===== config.mk =====
export PLATFORM = sky130hd
export DESIGN_NAME = feature_position_binner
export DESIGN_NICKNAME = d
export VERILOG_FILES = /design/src/hw/rtl/fpb_pkg.sv /design/src/hw/rtl/feature_position_binner.sv
export SDC_FILE = /design/constraint.sdc
export NUM_CORES = 2
export LEC_CHECK = 0
export ABC_AREA = 1
export BUFFER_PORTS_ARGS = -buffer_cell sky130_fd_sc_hd__buf_2
export CORE_MARGIN = 4
export CORE_UTILIZATION = 40
export DETAILED_ROUTE_END_ITERATION = 6
export PLACE_DENSITY_LB_ADDON = 0.25
export SLEW_MARGIN = 20
export SYNTH_ARGS = -nofsm -noshare
export SYNTH_HDL_FRONTEND = slang
export SYNTH_SLANG_ARGS = --single-unit

===== constraint.sdc =====
create_clock -name clk -period 14.65 [get_ports clk]
set_input_delay 3.6625 -clock clk [delete_from_list [all_inputs] [get_ports clk]]
set_output_delay 3.6625 -clock clk [all_outputs]
set_load 0.02 [all_outputs]

===== src/hw/rtl/fpb_pkg.sv =====
// Package for the feature position binner.
// Holds parameter defaults, register map codes and the sequencer state type.
// No dependencies.
`default_nettype none

package fpb_pkg;

	// Parameter defaults
	localparam int COORD_BITS_DEF = 32;
	localparam int MAX_BINS_DEF   = 64;

	// Fixed field widths
	localparam int POS_W  = 32;  // coordinate ports
	localparam int NB_W   = 7;   // bin count, 0..127 (used as 1..64)
	localparam int BIN_W  = 6;   // bin index, 0..63
	localparam int ADDR_W = 3;   // config address

	// Register map: word index taken from paddr[2]
	localparam logic REG_BIN_COUNT = 1'b0;
	localparam logic [NB_W-1:0] BIN_COUNT_RST = 7'd64;

	// Sequencer states, one-hot
	typedef enum logic [9:0] {
		S_IDLE = 10'b00_0000_0001,
		S_PREP = 10'b00_0000_0010,
		S_MEAS = 10'b00_0000_0100,
		S_DIV  = 10'b00_0000_1000,
		S_MUL  = 10'b00_0001_0000,
		S_SRCH = 10'b00_0010_0000,
		S_KB   = 10'b00_0100_0000,
		S_ADV  = 10'b00_1000_0000,
		S_EDGE = 10'b01_0000_0000,
		S_FIN  = 10'b10_0000_0000
	} fpb_state_t;

endpackage

`default_nettype wire


===== src/hw/rtl/feature_position_binner.sv =====
// Feature position binner: splits the joined regions of a feature into equal bins.
// Iterative datapath under a one-hot sequencer; APB register for the bin count.
// Depends on fpb_pkg.
`default_nettype none

// Usage
//  Input channel (in_valid/in_stall) carries one region per transfer. A measure
//  command adds the region length to the feature total; new_feature first clears
//  the total and the running offset. A bin command walks the region and emits
//  one output transfer per bin touched, the final one flagged by last_segment.
//  Sequence: a measure item passes the prepare and measure states. A bin item
//  runs the bit-serial total/bin_count division, then for each segment a
//  multiply, a boundary search that steps over each bin boundary passed,
//  edge add, advance and emit, then it updates the offset.
//  The rate is set by the single shared divider/accumulator datapath: one item
//  is in work at a time and in_stall stays high until the sequencer is idle.
//  Output: segments sit in a one-deep output register; while out_stall is
//  high the register holds and the walk waits before emitting the next one.
//  The next input item may be taken while the final segment still waits.
//  Reset: total and offset clear, bin_count returns to 64, no output pending.
//  The user writes bin_count at APB port address 0 only while idle; not enforced.
module feature_position_binner
	import fpb_pkg::*;
#(
	parameter int COORD_BITS = COORD_BITS_DEF,
	parameter int MAX_BINS   = MAX_BINS_DEF
) (
	input  wire logic              clk,
	input  wire logic              arst_n,
	// configuration port
	input  wire logic              psel,
	input  wire logic              penable,
	input  wire logic              pwrite,
	input  wire logic [ADDR_W-1:0] paddr,
	input  wire logic [31:0]       pwdata,
	output logic      [31:0]       prdata,
	output logic                   pready,
	// input channel
	input  wire logic              in_valid,
	output logic                   in_stall,
	input  wire logic              command,
	input  wire logic [POS_W-1:0]  region_start,
	input  wire logic [POS_W-1:0]  region_end,
	input  wire logic              reverse_strand,
	input  wire logic              new_feature,
	// output channel
	output logic                   out_valid,
	input  wire logic              out_stall,
	output logic [POS_W-1:0]       segment_start,
	output logic [POS_W-1:0]       segment_end,
	output logic [BIN_W-1:0]       bin_index,
	output logic                   last_segment
);

	localparam int XW    = (COORD_BITS > POS_W) ? COORD_BITS : POS_W;
	localparam int PW    = COORD_BITS + NB_W;
	localparam int CNT_W = $clog2(MAX_BINS);
	localparam int DC_W  = $clog2(COORD_BITS);
	localparam logic [COORD_BITS-1:0] CMAX = {COORD_BITS{1'b1}};
	localparam logic [POS_W-1:0] IN_MASK = (COORD_BITS >= POS_W) ? {POS_W{1'b1}} :
		POS_W'((64'd1 << COORD_BITS) - 64'd1);

	fpb_state_t state_q;

	logic [NB_W-1:0]       bin_count_q;
	logic [COORD_BITS-1:0] total_q;
	logic [COORD_BITS-1:0] offset_q;

	// latched item
	logic                  cmd_q;
	logic                  rev_q;
	logic                  fresh_q;
	logic [POS_W-1:0]      start_q;
	logic [POS_W-1:0]      end_q;
	logic [POS_W-1:0]      len_q;
	logic [NB_W-1:0]       n_q;

	// walk state
	logic [POS_W-1:0]      cur_q;
	logic [POS_W-1:0]      rem_q;
	logic [COORD_BITS-1:0] p_q;
	logic [PW-1:0]         pn_q;
	logic [PW-1:0]         acc_q;
	logic [BIN_W-1:0]      b_q;
	logic [COORD_BITS-1:0] qb_q;
	logic [NB_W-1:0]       cq_q;
	logic [NB_W-1:0]       cr_q;
	logic [COORD_BITS-1:0] kb_q;
	logic [COORD_BITS-1:0] adv_q;
	logic [CNT_W-1:0]      cnt_q;

	// divider: dq_q ends as total/n, dr_q as total%n
	logic [COORD_BITS-1:0] dq_q;
	logic [NB_W-1:0]       dr_q;
	logic [DC_W-1:0]       dcnt_q;

	// output register
	logic                  out_valid_q;
	logic [POS_W-1:0]      seg_start_q;
	logic [POS_W-1:0]      seg_end_q;
	logic [BIN_W-1:0]      bin_q;
	logic                  last_q;

	logic                  in_xfer;
	logic                  out_xfer;
	logic                  slot_free;
	logic                  emit;
	logic                  cfg_wr;
	logic [NB_W-1:0]       n_eff;
	logic [BIN_W-1:0]      nm1;
	logic                  t_nz;
	logic [NB_W-1:0]       trial;
	logic [NB_W-1:0]       dr_next;
	logic [COORD_BITS-1:0] dq_next;
	logic [NB_W:0]         cr_sum;
	logic                  cr_wrap;
	logic                  srch_step;
	logic                  can_split;
	logic                  take;
	logic [XW:0]           tot_sum;
	logic [XW:0]           off_sum;
	logic [COORD_BITS-1:0] tot_base;

	// Handshakes
	assign in_stall  = (state_q != S_IDLE);
	assign in_xfer   = in_valid && !in_stall;
	assign out_valid = out_valid_q;
	assign out_xfer  = out_valid_q && !out_stall;
	assign slot_free = !out_valid_q || !out_stall;
	assign emit      = (state_q == S_EDGE) && slot_free;

	assign segment_start = seg_start_q;
	assign segment_end   = seg_end_q;
	assign bin_index     = bin_q;
	assign last_segment  = last_q;

	// Configuration port
	assign pready = 1'b1;
	assign cfg_wr = psel && penable && pwrite && pready && (paddr[2] == REG_BIN_COUNT);
	assign prdata = (paddr[2] == REG_BIN_COUNT) ? 32'(bin_count_q) : 32'd0;

	// Clamp bin count to 1..MAX_BINS
	always_comb begin
		priority if (bin_count_q == '0) begin
			n_eff = NB_W'(1);
		end else if (bin_count_q > NB_W'(MAX_BINS)) begin
			n_eff = NB_W'(MAX_BINS);
		end else begin
			n_eff = bin_count_q;
		end
	end

	assign nm1  = BIN_W'(n_q - NB_W'(1));
	assign t_nz = (total_q != '0);

	// One restoring division step: shift in the next total bit
	assign trial   = {dr_q[NB_W-2:0], dq_q[COORD_BITS-1]};
	assign dr_next = (trial >= n_q) ? (trial - n_q) : trial;
	assign dq_next = {dq_q[COORD_BITS-2:0], (trial >= n_q)};

	// Carry of (b+1)*tr kept as quotient/remainder by n
	assign cr_sum  = {1'b0, cr_q} + {1'b0, dr_q};
	assign cr_wrap = (cr_sum >= {1'b0, n_q});

	// Boundary search and split decision
	assign srch_step = t_nz && (b_q < nm1) && (pn_q >= acc_q);
	assign can_split = t_nz && (b_q < nm1) && (cnt_q < CNT_W'(MAX_BINS - 1));
	assign take      = can_split && (XW'(adv_q) < XW'(rem_q));

	// Saturating sums for total and offset
	assign tot_base = fresh_q ? '0 : total_q;
	assign tot_sum  = (XW+1)'(tot_base) + (XW+1)'(len_q);
	assign off_sum  = (XW+1)'(offset_q) + (XW+1)'(len_q);

	// Configuration register
	always_ff @(posedge clk or negedge arst_n) begin
		if (!arst_n) begin
			bin_count_q <= BIN_COUNT_RST;
		end else if (cfg_wr) begin
			bin_count_q <= pwdata[NB_W-1:0];
		end
	end

	// Sequencer and control state
	always_ff @(posedge clk or negedge arst_n) begin
		if (!arst_n) begin
			state_q     <= S_IDLE;
			total_q     <= '0;
			offset_q    <= '0;
			out_valid_q <= 1'b0;
		end else begin
			// load on emit, drop after the transfer, hold while stalled
			out_valid_q <= emit || (out_valid_q && !out_xfer);
			unique case (state_q)
				S_IDLE: begin
					if (in_xfer) begin
						state_q <= S_PREP;
					end
				end
				S_PREP: begin
					state_q <= cmd_q ? S_DIV : S_MEAS;
				end
				S_MEAS: begin
					total_q <= (tot_sum > (XW+1)'(CMAX)) ? CMAX : tot_sum[COORD_BITS-1:0];
					if (fresh_q) begin
						offset_q <= '0;
					end
					state_q <= S_IDLE;
				end
				S_DIV: begin
					if (dcnt_q == '0) begin
						state_q <= S_MUL;
					end
				end
				S_MUL: begin
					state_q <= S_SRCH;
				end
				S_SRCH: begin
					if (!srch_step) begin
						state_q <= S_KB;
					end
				end
				S_KB: begin
					state_q <= S_ADV;
				end
				S_ADV: begin
					state_q <= S_EDGE;
				end
				S_EDGE: begin
					// wait for the output slot, then emit
					if (slot_free) begin
						state_q <= take ? S_MUL : S_FIN;
					end
				end
				S_FIN: begin
					offset_q <= (off_sum > (XW+1)'(CMAX)) ? CMAX : off_sum[COORD_BITS-1:0];
					state_q  <= S_IDLE;
				end
				default: begin
					state_q <= S_IDLE;
				end
			endcase
		end
	end

	// Datapath registers
	always_ff @(posedge clk) begin
		unique case (state_q)
			S_IDLE: begin
				if (in_xfer) begin
					cmd_q   <= command;
					rev_q   <= reverse_strand;
					fresh_q <= new_feature;
					start_q <= region_start & IN_MASK;
					end_q   <= region_end & IN_MASK;
					n_q     <= n_eff;
				end
			end
			S_PREP: begin
				// reversed region reads as empty
				len_q  <= (end_q < start_q) ? '0 : (end_q - start_q);
				rem_q  <= (end_q < start_q) ? '0 : (end_q - start_q);
				cur_q  <= start_q;
				dq_q   <= total_q;
				dr_q   <= '0;
				dcnt_q <= DC_W'(COORD_BITS - 1);
				cnt_q  <= '0;
			end
			S_MEAS: begin
			end
			S_DIV: begin
				dq_q   <= dq_next;
				dr_q   <= dr_next;
				dcnt_q <= dcnt_q - DC_W'(1);
				if (dcnt_q == '0) begin
					// bin 0: edge at ceil(total/n)
					b_q   <= '0;
					acc_q <= PW'(total_q);
					qb_q  <= dq_next;
					cq_q  <= '0;
					cr_q  <= dr_next;
					p_q   <= offset_q;
				end
			end
			S_MUL: begin
				pn_q <= PW'(p_q) * PW'(n_q);
			end
			S_SRCH: begin
				// advance one bin while p*n reaches (b+1)*total
				if (srch_step) begin
					b_q   <= b_q + BIN_W'(1);
					acc_q <= acc_q + PW'(total_q);
					qb_q  <= qb_q + dq_q;
					cr_q  <= cr_wrap ? NB_W'(cr_sum - {1'b0, n_q}) : cr_sum[NB_W-1:0];
					cq_q  <= cq_q + NB_W'(cr_wrap);
				end
			end
			S_KB: begin
				kb_q <= qb_q + COORD_BITS'(cq_q) + COORD_BITS'(cr_q != '0);
			end
			S_ADV: begin
				adv_q <= kb_q - p_q;
			end
			S_EDGE: begin
				if (slot_free) begin
					seg_start_q <= cur_q;
					seg_end_q   <= take ? (cur_q + POS_W'(adv_q)) : (cur_q + rem_q);
					bin_q       <= rev_q ? (nm1 - b_q) : b_q;
					last_q      <= !take;
					if (take) begin
						p_q   <= kb_q;
						cur_q <= cur_q + POS_W'(adv_q);
						rem_q <= rem_q - POS_W'(adv_q);
						cnt_q <= cnt_q + CNT_W'(1);
					end
				end
			end
			S_FIN: begin
			end
			default: begin
			end
		endcase
	end

`ifndef SYNTHESIS
	// Bin never passes the last bin while walking
	a_bin_range: assert property (@(posedge clk) disable iff (!arst_n)
		(state_q == S_SRCH || state_q == S_KB || state_q == S_ADV || state_q == S_EDGE)
		|-> (b_q <= nm1))
		else $error("bin index beyond bin count");

	// Carry remainder stays reduced modulo the bin count
	a_carry_rem: assert property (@(posedge clk) disable iff (!arst_n)
		(state_q == S_SRCH || state_q == S_KB || state_q == S_ADV || state_q == S_EDGE)
		|-> (cr_q < n_q))
		else $error("carry remainder not reduced");

	// A new segment appears only from the emit state
	a_emit_src: assert property (@(posedge clk) disable iff (!arst_n)
		$rose(out_valid_q) |-> $past(state_q == S_EDGE))
		else $error("segment emitted outside emit state");

	// Offset changes only on measure or at the end of a walk
	a_offset_upd: assert property (@(posedge clk) disable iff (!arst_n)
		!$stable(offset_q) |-> ($past(state_q == S_FIN) || $past(state_q == S_MEAS)))
		else $error("running offset changed unexpectedly");
`endif

endmodule

`default_nettype wire


==> out/metrics.yaml <==
cts:
  cts_tree: "done"
  clkTransAtPathRegs_ns: 0.06
  cts_max_level: 3
  clkLatencyLatePin_ns: 0.70
  hold_buffers: 0
  cts_resized: 0
  ctsLongestPathBuffers: 3
  cts_sinks: 599
  root_buffer: "clkbuf_16"
  post-cts-setup-buffers: 0
  cts_inserted_buffers: 76
setup_path:
  crit_fanout: 8
  crit_arrival_ns: 4.08
  r2r_end: "cnt_q[5]"
  rr_worst_depth: 17
  regToRegStartpoint: "n_q[2]"
  cp_top_family: "buffers and inverters"
  cpMostUsedCell: "buf_2"
  endpoint: "prdata[1]"
  endpoint_kind: "primary output"
  max_stage_delay_ns: 0.17
  crit_type: "input pin to primary output"
  cp.depth: 3
  worst-r2r-setup-slack_ns: 9.16
  cp_cell_sequence: "buf_2 -> nor2_1 -> buf_2"
  crit_buf_inv: 2
  crit_required_ns: 10.99
  start_kind: "input pin"
  startpoint: "paddr[2]"
  crit_slowest_cell: "buf_2"
placed_design:
  dp_hpwl_mm: 161.7
  place_congestion: 0.9850
  io_buffers: 161
  place_ws_ns: 6.909
  post_dp_cell_area_mm2: 0.05737
synth:
  seq_area_frac_synth_pct: 32.12
  synth-warning-count: 0
  ys_ff_latch: 599
  avgSynthCellArea_um2: 7.043
  ys.flop_type: "edfxtp_1"
  async_flop_share_pct: 13.69
  synth_edf_count: 517
  netlist_area_mm2: 0.05473
  ys_types: 56
  postSynthCellCount: 7771
layout:
  final_nets: 8597
  syn_to_final_growth_pct: 9.625
  layout-drive-gt1-share_pct: 4.706
  mostFrequentLayoutCells: "nand2_1 (2539), inv_1 (1433), nor2_1 (635), edfxtp_1 (517), nand3_1 (445)"
  final_util_pct: 44.23
  design_area_mm2: 0.06000
  layout_commonest_cell: "nand2_1"
timing:
  slew_headroom_pct: 25.82
  slew_violations: 0
  tightest_slew_ns: 1.113
  rsz0062_at_grt: "false"
  layout_setup_ws_ns: 6.912
  timing_hold_violations_final: 0
  setup_violations: 0
  max_freq_ghz: 0.1292
  period_minus_slack_ns: 7.738
  clock_skew_ns: 0.03433
  final.period_utilization_pct: 52.82
  tns_ns: 0
route:
  vias_per_cell: 5.219
  vias: 50890
  routed_wl_mm: 197.0
  wl_per_cell_um: 20.20
  drc_errors: 0
  first_pass_iters: 6
  ant_nets: 0
  drt-initial-drc-count: 4772
pwr:
  powerDensity_mw_per_mm2: 155.4
  ir_worst_vdd_mv: 0.09951
  power.leakage_nw: 31.15
global_route:
  first_global_vias: 47950
  use_met1_pct: 38.64
  track_usage_pct: 27.19
  grt_max_degree: 94
  antenna_found_initial: 5
  grt.overflow.total: 0
  grt_pass1_wl_mm: 292.6
  busiest_layer: "met2"
  use_met2_pct: 42.14
  grt_use_met3_pct: 3.309
flow_run:
  drv_cap: 0
floorplanning:
  core_mm2: 0.1356
  die_h_um: 377.9
  fp.dieArea_mm2: 0.1428
  dieWidth_um: 377.9
  rows: 135
  num_io_pins: 215
  start_util_pct: 40.35
hold_path:
  hp-class: "flip-flop to flip-flop"
run_status:
  status: "complete, no violations"
[Yosys cell counts (17+ instances only)]
cell type  number  area [µm²]
nand2_1      2541        9538
or2_2          18       112.6
buf_2          35       175.2
nand3b_1       46       345.3
clkbuf_1       85       319.1
nand4_1        85       531.8
fa_1          164        3283
o21bai_1       41       307.8
a21oi_1       386        1932
nor4_1         19       118.9
nor3_1         83       415.4
edfxtp_1      517       15520
o21ai_1        42       210.2
buf_4          37       277.8
dfrtp_1        80        2002
nor2_1        637        2391
xnor2_1        80       700.7
nand3_1       445        2227
xor2_1        119        1042
o21ai_0       326        1632
ha_1          419        5243
inv_1        1434        5383
a21o_1         17       127.6
[worst register-to-register path, stage by stage, from the launching register on]
cell and delay (ns):
edfxtp_1 0.31, buf_4 0.38, inv_1 0.25, nand3_1 0.16
nor3_1 0.07, xor2_1 0.17, ha_1 0.36, nand2_1 0.06
o21ai_0 0.19, nor2_1 0.06, nor2_1 0.45, nand2_1 0.19
nor2_1 0.23, nand2_4 0.36, inv_4 0.63, nand2_1 0.17
nand2_4 0.31, buf_4 0.69
[layer usage]
metal | share of wire (%) | up-vias
met3 | 7.4 | 278
met5 | 0 | -
met2 | 43 | 1782
met4 | 4.4 | 0
met1 | 45 | 23950
li1 | - | 24890
[kinds of logic after synthesis]
logic type                 Yosys count  synth area share, %
DFF                                599                32.12
buffers and inverters             1604                11.39
AOI/OAI and AO/OA                  863                8.372
adders and majority gates          583                15.58
other                                2              0.01372
xor gates and xnor gates           199                3.185
and+or+nand+nor                   3921                29.33
[power by group]
group          internal [W]  total [W]  leakage [nW]  switching (W)
logic               0.00148    0.00468          24.1        0.00320
registers           0.00228    0.00264          5.81       0.000358
clock network       0.00118    0.00200          1.27       0.000822
total               0.00494    0.00932          31.2        0.00438
[cell type report]
class	instances	area [µm²]
antenna	2	5.005
clock buffer	91	1989
clock inverter	50	635.6
fill	14000	75640
inverter	1442	5418
multi-input combinational	5592	31070
sequential	599	17580
tap	1781	2228
timing repair buffer	194	1069
[state kept, by name (all words and copies together) (netlist names), 10 cells and up]
signal         flops
rem_q             32
offset_q          32
segment_end       32
end_q             32
acc_q             39
state_q           10
kb_q              32
segment_start     32
p_q               32
pn_q              39
qb_q              32
cur_q             32
adv_q             32
len_q             32
total_q           32
start_q           32
dq_q              32
[stage by stage]
stage | power (W) | hold slack, ns | instances
CTS | 0.009311 | 0.4898 | 9749
global route | 0.01002 | 0.5070 | 9750
detailed placement | 0.007251 | 0.4806 | 9608
global placement | 0.007239 | 0.4943 | 9607
floorplan | 0.005723 | 0.4058 | 7795
finish | 0.009322 | 0.4875 | 9751
[worst min path at each step]
stage,start,to,slack (ns),depth (start not counted)
final,cur_q[0],segment_start[0],0.49,0
after global routing,cur_q[0],segment_start[0],0.51,0
after CTS,cur_q[0],segment_start[0],0.49,0
after detailed placement,cur_q[0],segment_start[0],0.48,0
after global placement,cur_q[0],segment_start[0],0.49,0
after floorplan,cmd_q,state_q[2],0.41,1
Power figures use the tool's default switching activity.
